===== src/hdl/bol_pkg.sv =====
`timescale 1ns / 1ps
// ----------------------------------------------------------------------------
// bol_pkg
// Shared widths, codes and types of the bounded ordered list.
// ----------------------------------------------------------------------------
package bol_pkg;

  localparam int CAPACITY = 16;
  localparam int WORD_W   = 32;
  localparam int CMD_W    = 3;
  localparam int POS_W    = 5;
  localparam int FIELD_W  = 5;
  localparam int CNT_W    = $clog2(CAPACITY + 1);
  localparam int CMP_W    = (CNT_W > FIELD_W) ? CNT_W : FIELD_W;

  localparam logic [FIELD_W-1:0] FOUND_NONE = '1;

  typedef enum logic [CMD_W-1:0] {
    CMD_PUSH_FRONT = 3'd0,
    CMD_PUSH_BACK  = 3'd1,
    CMD_POP_FRONT  = 3'd2,
    CMD_POP_BACK   = 3'd3,
    CMD_INSERT     = 3'd4,
    CMD_SEARCH     = 3'd5
  } cmd_t;

  typedef enum logic [1:0] {
    ST_OK     = 2'd0,
    ST_EMPTY  = 2'd1,
    ST_BADPOS = 2'd2,
    ST_FULL   = 2'd3
  } status_t;

  typedef enum logic [1:0] {
    SEL_HOLD       = 2'd0,
    SEL_LOAD       = 2'd1,
    SEL_FROM_LEFT  = 2'd2,
    SEL_FROM_RIGHT = 2'd3
  } cell_sel_t;

  typedef struct packed {
    cell_sel_t         sel;
    logic [WORD_W-1:0] word;
  } cell_ctl_t;

endpackage


===== src/hdl/bol_cell.sv =====
`timescale 1ns / 1ps
// ----------------------------------------------------------------------------
// bol_cell
// One list slot: holds a word, loads, shifts from a neighbor, compares a key.
// ----------------------------------------------------------------------------
module bol_cell import bol_pkg::*; (
  input  logic              clk,
  input  cell_ctl_t         ctl,
  input  logic [WORD_W-1:0] left,
  input  logic [WORD_W-1:0] right,
  output logic [WORD_W-1:0] data,
  output logic              match
);

  always_ff @(posedge clk) begin
    case (ctl.sel)
      SEL_LOAD:       data <= ctl.word;
      SEL_FROM_LEFT:  data <= left;
      SEL_FROM_RIGHT: data <= right;
      default:        data <= data;
    endcase
  end

  assign match = (data == ctl.word);

endmodule


===== config.mk =====
export PLATFORM = sky130hd
export DESIGN_NAME = bol_cell
export DESIGN_NICKNAME = d
export VERILOG_FILES = /design/src/hdl/bol_pkg.sv /design/src/hdl/bol_cell.sv
export SDC_FILE = /design/constraint.sdc
export NUM_CORES = 1
export LEC_CHECK = 0
export ABC_AREA = 1
export BUFFER_PORTS_ARGS = -buffer_cell sky130_fd_sc_hd__buf_2
export CELL_PAD_IN_SITES_DETAIL_PLACEMENT = 1
export CELL_PAD_IN_SITES_GLOBAL_PLACEMENT = 2
export CORE_MARGIN = 3
export CORE_UTILIZATION = 20
export CTS_BUF_LIST = sky130_fd_sc_hd__clkbuf_2 sky130_fd_sc_hd__clkbuf_4 sky130_fd_sc_hd__clkbuf_8
export DETAILED_ROUTE_END_ITERATION = 8
export GPL_TIMING_DRIVEN = 0
export PLACE_DENSITY = 0.74
export SLEW_MARGIN = 20
export SYNTH_ARGS = -nofsm -noshare
export SYNTH_HDL_FRONTEND = slang
export SYNTH_SLANG_ARGS = --single-unit
export TNS_END_PERCENT = 50

===== constraint.sdc =====
create_clock -name clk -period 1.25 [get_ports clk]
set_input_delay 0.25 -clock clk [delete_from_list [all_inputs] [get_ports clk]]
set_output_delay 0.25 -clock clk [all_outputs]
set_load 0.005 [all_outputs]

# --- Word-level counts from Yosys, hierarchy flattened ---
# Index checks and enable logic that the tools add are counted.
word_totals:
  elab_cells: 7
  out_inout_bits: 33
  register_bits: 32
  in_bits: 99
op_classes:
  n_mux: 1
  eq_ne: 4
  reduce_logical: 1
op_table:
  columns: ["cell", "n"]
  rows:
  - ["$pmux W32 S3", 1]
  - ["$eq A32 B32 Y1", 1]
  - ["$eq A2 B2 Y1 const B", 2]
  - ["$reduce_bool A3 Y1", 1]
  - ["$eq A2 B1 Y1 const B", 1]

# --- Depth between registers and ports, before layout ---
# Gate-level depths: netlist of run 1.
depth:
  depth_word: 2
  ltp_mapped: 8

# --- Least setup slack after synthesis of run 1 ---
# Ideal clock, no wire load.
synth_path:
  path_kind: "input to register"
  start: "input ctl[32] (netlist name)"
  end: "register data[0], enable pin"
  path_stages: 2
  t_required_ns: 0.920
  setup_ns: 0.330
  t_arrival_ns: 0.921
  slack_ns: 0.000
  path_cell_list: "buf_4 > or2_2"
synth_via:
  elab_chain_len: 2
synth_lines:
  columns: ["element", "line", "text"]
  rows:
  - ["from (decl)", "bol_cell.sv:8", "input cell_ctl_t ctl,"]
  - ["$eq A2 B2 Y1 / $eq A2 B1 Y1 (equally long branches)", "bol_cell.sv:16", "case (ctl.sel)"]
  - ["$reduce_bool A3 Y1 (no source line) *", null, null]
  - ["to (signal assigned)", "bol_cell.sv:17", "SEL_LOAD: data <= ctl.word;"]
  - ["to (signal assigned)", "bol_cell.sv:18", "SEL_FROM_LEFT: data <= left;"]
  - ["to (signal assigned)", "bol_cell.sv:19", "SEL_FROM_RIGHT: data <= right;"]
  - ["to (decl)", "bol_cell.sv:11", "output logic [WORD_W-1:0] data,"]
# Every way passes the cells marked *; elsewhere a longest branch is shown, timed or not.
# A chain may end at the register's enable or synchronous reset.

# --- Final worst setup path of run 1 ---
layout_path:
  start: "register data[26]"
  end: "output match"
layout_via:
  elab_chain_len: 1
layout_lines:
  columns: ["element", "line", "text"]
  rows:
  - ["$eq A32 B32 Y1", "bol_cell.sv:24", "assign match = (data == ctl.word);"]
  - ["to (decl)", "bol_cell.sv:12", "output logic match"]
# Every way passes these cells.

==> results.toml, run 1 <==
[sta]
finalWorstSetupSlack_ps = -445
final_number_of_hold_violating_endpoints = 0
rsz0062_at_grt = "true"
whs_ps = 239
timing_worst_slew_pin_value_ps = 598
setup_violators_final = 1
slew_headroom = 0.601
final_min_period_over_clock_period = 1.36
slew_viol_final = 0
clock.fmax_mhz = 590
final_period_minus_worst_setup_slack_ps = 1700
finalSetupTns_ps = -445

[run]
drv.max_cap_violation_count = 0

[detailed_routing]
wl_mm = 8.55
drt.antenna.violating_nets = 0
detail_route.iter0.violations = 97
route.detailed.vias_per_inst = 4.25
detail_route.wl_per_cell_um = 14.1
drt_pass1_iterations = 4
drc = 0
vias = 2572

[min_path]
hp-start = "left[2]"
worstHoldPathType = "in -> reg"
hold_path_depth = 3

[clock_tree]
worst_setup_hold_path_clk_slew_ps = 80
clock_tree_buffer_depth = 2
cts_num_sinks = 32
cts_max_level = 2
numCtsBuffers = 5
cts.hold.buffers_added = 0
cts_tree = "yes"
root_driver = "sky130_fd_sc_hd__clkbuf_8"

[synthesis]
yosys.area.top_type_share = 0.419
synthesized_cell_area_um2 = 2300
synth_area_leaders = "sky130_fd_sc_hd__edfxtp_1, sky130_fd_sc_hd__nand2_1, sky130_fd_sc_hd__inv_1"
synth_cell_types = 14
asyncSetResetFlopFracSynth = 0
synth.largest_area_cell = "sky130_fd_sc_hd__edfxtp_1"
synth_sequential_area_ratio = 0.419
synthesis.instances = 327
synth.ff_latch_count = 32
synth.yosys.warnings = 0
syn-num-nets = 426
ys.flop_type = "sky130_fd_sc_hd__edfxtp_1"
post_synth_edffs = 32
syn-mean-instance-area_um2 = 7.02

[placement]
placed_cell_area_um2 = 3120
detailedPlacementHpwl_mm = 6.77
post-place-ws_ps = -178
gpl_congestion = 0.733
io_buffer_count = 129

[grt]
largest_net_degree_at_the_start_of_global_routing = 33
antenna_violations_before_repair = 0
track_usage = 0.132
globalRoute.totalOverflow = 0
grt_pass1_vias = 2717
grt_first_pass_wirelength_mm = 13.4

[worst_setup_path]
largest_delay_contributor_family_on_the_critical_path = "simple AND/OR/NAND/NOR gates"
endpoint_kind = "output port"
critPathMaxStageDelay_ps = 420
timing.critical_path.depth = 8
worst_path_max_delay_cell = "sky130_fd_sc_hd__edfxtp_1"
worst_setup_path_start_kind = "register"
worst_path_required_ps = 1000
critical_path_peak_fanout = 3
worst-path-buf-inv = 1
worst_path_most_repeated_cell = "sky130_fd_sc_hd__nand2_1"
crit_type = "reg -> out"
cp-startpoint = "data[26]$_DFFE_PP_"
crit_path_cell_trace = "nand2_1 -> nand2_1 -> nor2_1 -> nand2_1 -> nor2_1 -> nand2_1 -> nor2_1 -> buf_2"
cp_data_arrival_time_ps = 1450

[pwr]
power.density_cell_area_nw_per_um2 = 947
cellLeakagePower_nw = 1.71
power.ir.vdd_worst_uv = 309

[layout]
final_instance_area_um2 = 3220
finalCoreUtilization = 0.292
diodes = 0
layout-drive-gt1-share = 0.331
biggestRegsByFlops = "data: 32 flops"
largest_reg_flops = 32
nets_finish = 564
regMostFlops = "data"
flow.area_growth_from_synthesis_pct = 40.2
layout_common_cells = "sky130_fd_sc_hd__buf_2, sky130_fd_sc_hd__nand2_1, sky130_fd_sc_hd__inv_1, sky130_fd_sc_hd__nand3_1, sky130_fd_sc_hd__edfxtp_1"
layout.cells.most_common = "sky130_fd_sc_hd__buf_2"

[floorplan]
fp.dieW_um = 113
starting_density_of_the_core = 0.208
die_y_um = 113
core_region_area_um2 = 11000
top_level_ports = 132
rows = 38
die_outline_area_um2 = 12800

[outcome]
failed_checks = "negative setup slack"
run_status = "finished with violations"
## report_power, final
part | leakage, nW | internal [mW] | switching (mW) | total [mW]
combinational | 1.35 | 0.385 | 0.449 | 0.834
clock | 0.0391 | 0.368 | 0.411 | 0.779
sequential | 0.330 | 1.34 | 0.0938 | 1.43
total | 1.71 | 2.09 | 0.954 | 3.05
## metrics by stage
step / cells / power (mW)
2_1_floorplan: 327 / 1.86
3_3_place_gp: 596 / 2.28
3_5_place_dp: 596 / 2.30
4_1_cts: 604 / 3.11
5_1_grt: 605 / 3.26
6_report: 605 / 3.05
## Yosys cell counts (2+ instances only)
master and n:
sky130_fd_sc_hd__o211ai_1 29, sky130_fd_sc_hd__buf_2 7, sky130_fd_sc_hd__inv_1 58, sky130_fd_sc_hd__edfxtp_1 32
sky130_fd_sc_hd__xor2_1 3, sky130_fd_sc_hd__clkbuf_1 2, sky130_fd_sc_hd__nand3_1 35, sky130_fd_sc_hd__nor2_1 21
sky130_fd_sc_hd__buf_6 3, sky130_fd_sc_hd__buf_4 2, sky130_fd_sc_hd__nand2_1 132
## cell type report
type                    count  area (µm²)
repair buffers            131         661
fillers                  1442        7810
clock buffers               5        68.8
well taps                 140         175
inverters                  59         224
multi-input cells         222        1030
plain buffers              14        91.3
clock inverters             2        7.51
flip-flops and latches     32         961
## kinds of logic after synthesis
family	count (synthesis)	share of synthesized area
flip-flops	32	0.419
buffers and inverters	73	0.137
AND/OR/NAND/NOR	190	0.338
AO/OA/AOI/OAI	29	0.0948
XOR/XNOR	3	0.0114
## layer usage
metal  vias up  track usage  routed length, µm
met2        80        0.228               4130
li1       1314            -                  -
met3         9       0.0364                632
met1      1169        0.163               3680
met4         0       0.0288                107
met5         -            0                  0
## path summary, 6_finish.rpt
kind,to,slack (ps)
max,match,-450
min,data[2]$_DFFE_PP_,240
## what timing repair did
item,CTS,global route
pin swaps,3,9
setup buffers,1,1
resized for setup,1,2
endpoints found under the setup margin,1,2
Power figures use the tool's default switching activity.
==> run 2, diff against run 1 <==
ABC_AREA = not set   (was 1)
CORE_UTILIZATION = 24   (was 20)
PLACE_DENSITY = 0.79   (was 0.74)
clock period = 1.8 ns   (was 1.25 ns; I/O delays follow)
==> run 2 against run 1 <==
Net effect: the flow still finishes with violations (negative setup slack); sequential cell count unchanged; sequential power fell by 31%; first-iteration DRC count shrank 66%; routed wire length fell by 18%; count of clock-buffer cells in the layout up 2.
==> results.toml, run 2 <==
[worst_setup_path]
worst_path_required_ps = 1440
cp_data_arrival_time_ps = 1600
endpoint_kind = "output port"
critPathMaxStageDelay_ps = 420
worst_setup_path_start_kind = "register"
largest_delay_contributor_family_on_the_critical_path = "simple AND/OR/NAND/NOR gates"
worst_path_max_delay_cell = "sky130_fd_sc_hd__edfxtp_1"
critical_path_peak_fanout = 2
crit_path_cell_trace = "xor2_2 -> nor4_4 -> nand4_1 -> nor2_1 -> buf_2"
worst-path-buf-inv = 1
crit_type = "reg -> out"

[synthesis]
synth_sequential_area_ratio = 0.484
synthesized_cell_area_um2 = 1990
synth_cell_types = 12
yosys.area.top_type_share = 0.484
asyncSetResetFlopFracSynth = 0
synth.yosys.warnings = 0
synth_area_leaders = "sky130_fd_sc_hd__edfxtp_1, sky130_fd_sc_hd__mux2i_1, sky130_fd_sc_hd__xor2_1"
synth_commonest_cells = "sky130_fd_sc_hd__nor2_1, sky130_fd_sc_hd__a21oi_1, sky130_fd_sc_hd__edfxtp_1, sky130_fd_sc_hd__mux2i_1, sky130_fd_sc_hd__xor2_1"
synth.ff_latch_count = 32
ys.flop_type = "sky130_fd_sc_hd__edfxtp_1"
post_synth_edffs = 32
syn-mean-instance-area_um2 = 10.9
post-synth-top-count-cell = "sky130_fd_sc_hd__nor2_1"
synthesis.instances = 183
syn-num-nets = 282
synth.largest_area_cell = "sky130_fd_sc_hd__edfxtp_1"

[layout]
layout-drive-gt1-share = 0.466
finalCoreUtilization = 0.367
layout.cells.most_common = "sky130_fd_sc_hd__buf_2"
nets_finish = 420
flow.area_growth_from_synthesis_pct = 45.5
biggestRegsByFlops = "data: 32 flops"
diodes = 0
layout_common_cells = "sky130_fd_sc_hd__buf_2, sky130_fd_sc_hd__nor2_1, sky130_fd_sc_hd__mux2i_1, sky130_fd_sc_hd__a21oi_1, sky130_fd_sc_hd__edfxtp_1"
largest_reg_flops = 32
regMostFlops = "data"

[sta]
setup_violators_final = 1
finalWorstSetupSlack_ps = -158
clock.fmax_mhz = 511
slew_headroom = 0.450
rsz0062_at_grt = "true"
timing_worst_slew_pin_value_ps = 825
whs_ps = 430
final_number_of_hold_violating_endpoints = 0
finalSetupTns_ps = -158
slew_viol_final = 0
final_period_minus_worst_setup_slack_ps = 1960
final_min_period_over_clock_period = 1.09

[detailed_routing]
wl_mm = 6.98
vias = 1877
drt_pass1_iterations = 3
route.detailed.vias_per_inst = 4.43
detail_route.wl_per_cell_um = 16.5
detail_route.iter0.violations = 33
drt.antenna.violating_nets = 0
drc = 0

[clock_tree]
cts.hold.buffers_added = 0
cts_num_sinks = 32
worst_setup_hold_path_clk_slew_ps = 70
numCtsBuffers = 5
cts_tree = "yes"
clock_tree_buffer_depth = 2
cts_max_level = 2
root_driver = "sky130_fd_sc_hd__clkbuf_8"

[floorplan]
core_region_area_um2 = 7890
starting_density_of_the_core = 0.252
fp.dieW_um = 97.0
die_y_um = 97.0
rows = 32
top_level_ports = 132
die_outline_area_um2 = 9410

[grt]
largest_net_degree_at_the_start_of_global_routing = 33
track_usage = 0.149
grt_first_pass_wirelength_mm = 11.0
antenna_violations_before_repair = 0
grt_pass1_vias = 2121
globalRoute.totalOverflow = 0

[placement]
io_buffer_count = 129
post-place-ws_ps = -121
detailedPlacementHpwl_mm = 5.55
gpl_congestion = 0.756

[run]
drv.max_cap_violation_count = 0

[pwr]
power.density_cell_area_nw_per_um2 = 718
cellLeakagePower_nw = 1.37
power.total_mw = 2.08
power.ir.vdd_worst_uv = 253

[outcome]
failed_checks = "negative setup slack"
run_status = "finished with violations"

[min_path]
worstHoldPathType = "in -> reg"
## run 2: metrics by stage
stage	std cells	cell area, µm²
floorplan	183	1990
global placement	414	2760
detailed placement	414	2760
CTS	423	2870
global route	424	2890
finish	424	2890
## run 2: tightest hold or removal path, cell delays in order
cell and delay, ps:
sky130_fd_sc_hd__buf_2 100, sky130_fd_sc_hd__nor2_1 40, sky130_fd_sc_hd__a21oi_1 100
## run 2: final timing paths
check	startpoint	endpoint	slack, ps	cells after the start
setup / recovery	data[15]$_DFFE_PP_	match	-160	5
hold / removal	ctl[28]	data[28]$_DFFE_PP_	430	3
## run 2: cells by family after synthesis
family	share of synthesized area
AND/OR/NAND/NOR	0.0970
multiplexers	0.161
flip-flops	0.484
AO/OA/AOI/OAI	0.0806
XOR/XNOR	0.141
buffers and inverters	0.0365
## run 2: timing repair
action / in CTS / in global routing
resized for setup: 2 / 2
gates cloned: 0 / 0
setup endpoints to repair: 1 / 1
hold endpoints to repair: 0 / 0
pin swaps: 3 / 3
setup buffers: 1 / 1
## run 2: cell type report
| type | instances | area, µm² |
|---|---|---|
| clock inverters | 1 | 3.75 |
| flip-flops and latches | 32 | 961 |
| well taps | 102 | 128 |
| clock buffers | 7 | 83.8 |
| plain buffers | 11 | 72.6 |
| fillers | 948 | 5000 |
| multi-input cells | 140 | 982 |
| repair buffers | 131 | 661 |
## run 2: report_power, final
part	total (mW)	switching, mW	internal (mW)
Sequential	0.984	0.0563	0.928
Clock	0.566	0.266	0.299
Combinational	0.526	0.265	0.260
## run 2: per-layer routing
layer / global-route usage / routed length (µm) / vias to the layer above
met5: 0 / 0 / -
met4: 0.0335 / 38 / 0
met3: 0.0526 / 600 / 5
met2: 0.258 / 3440 / 80
met1: 0.177 / 2900 / 860
li1: - / - / 932
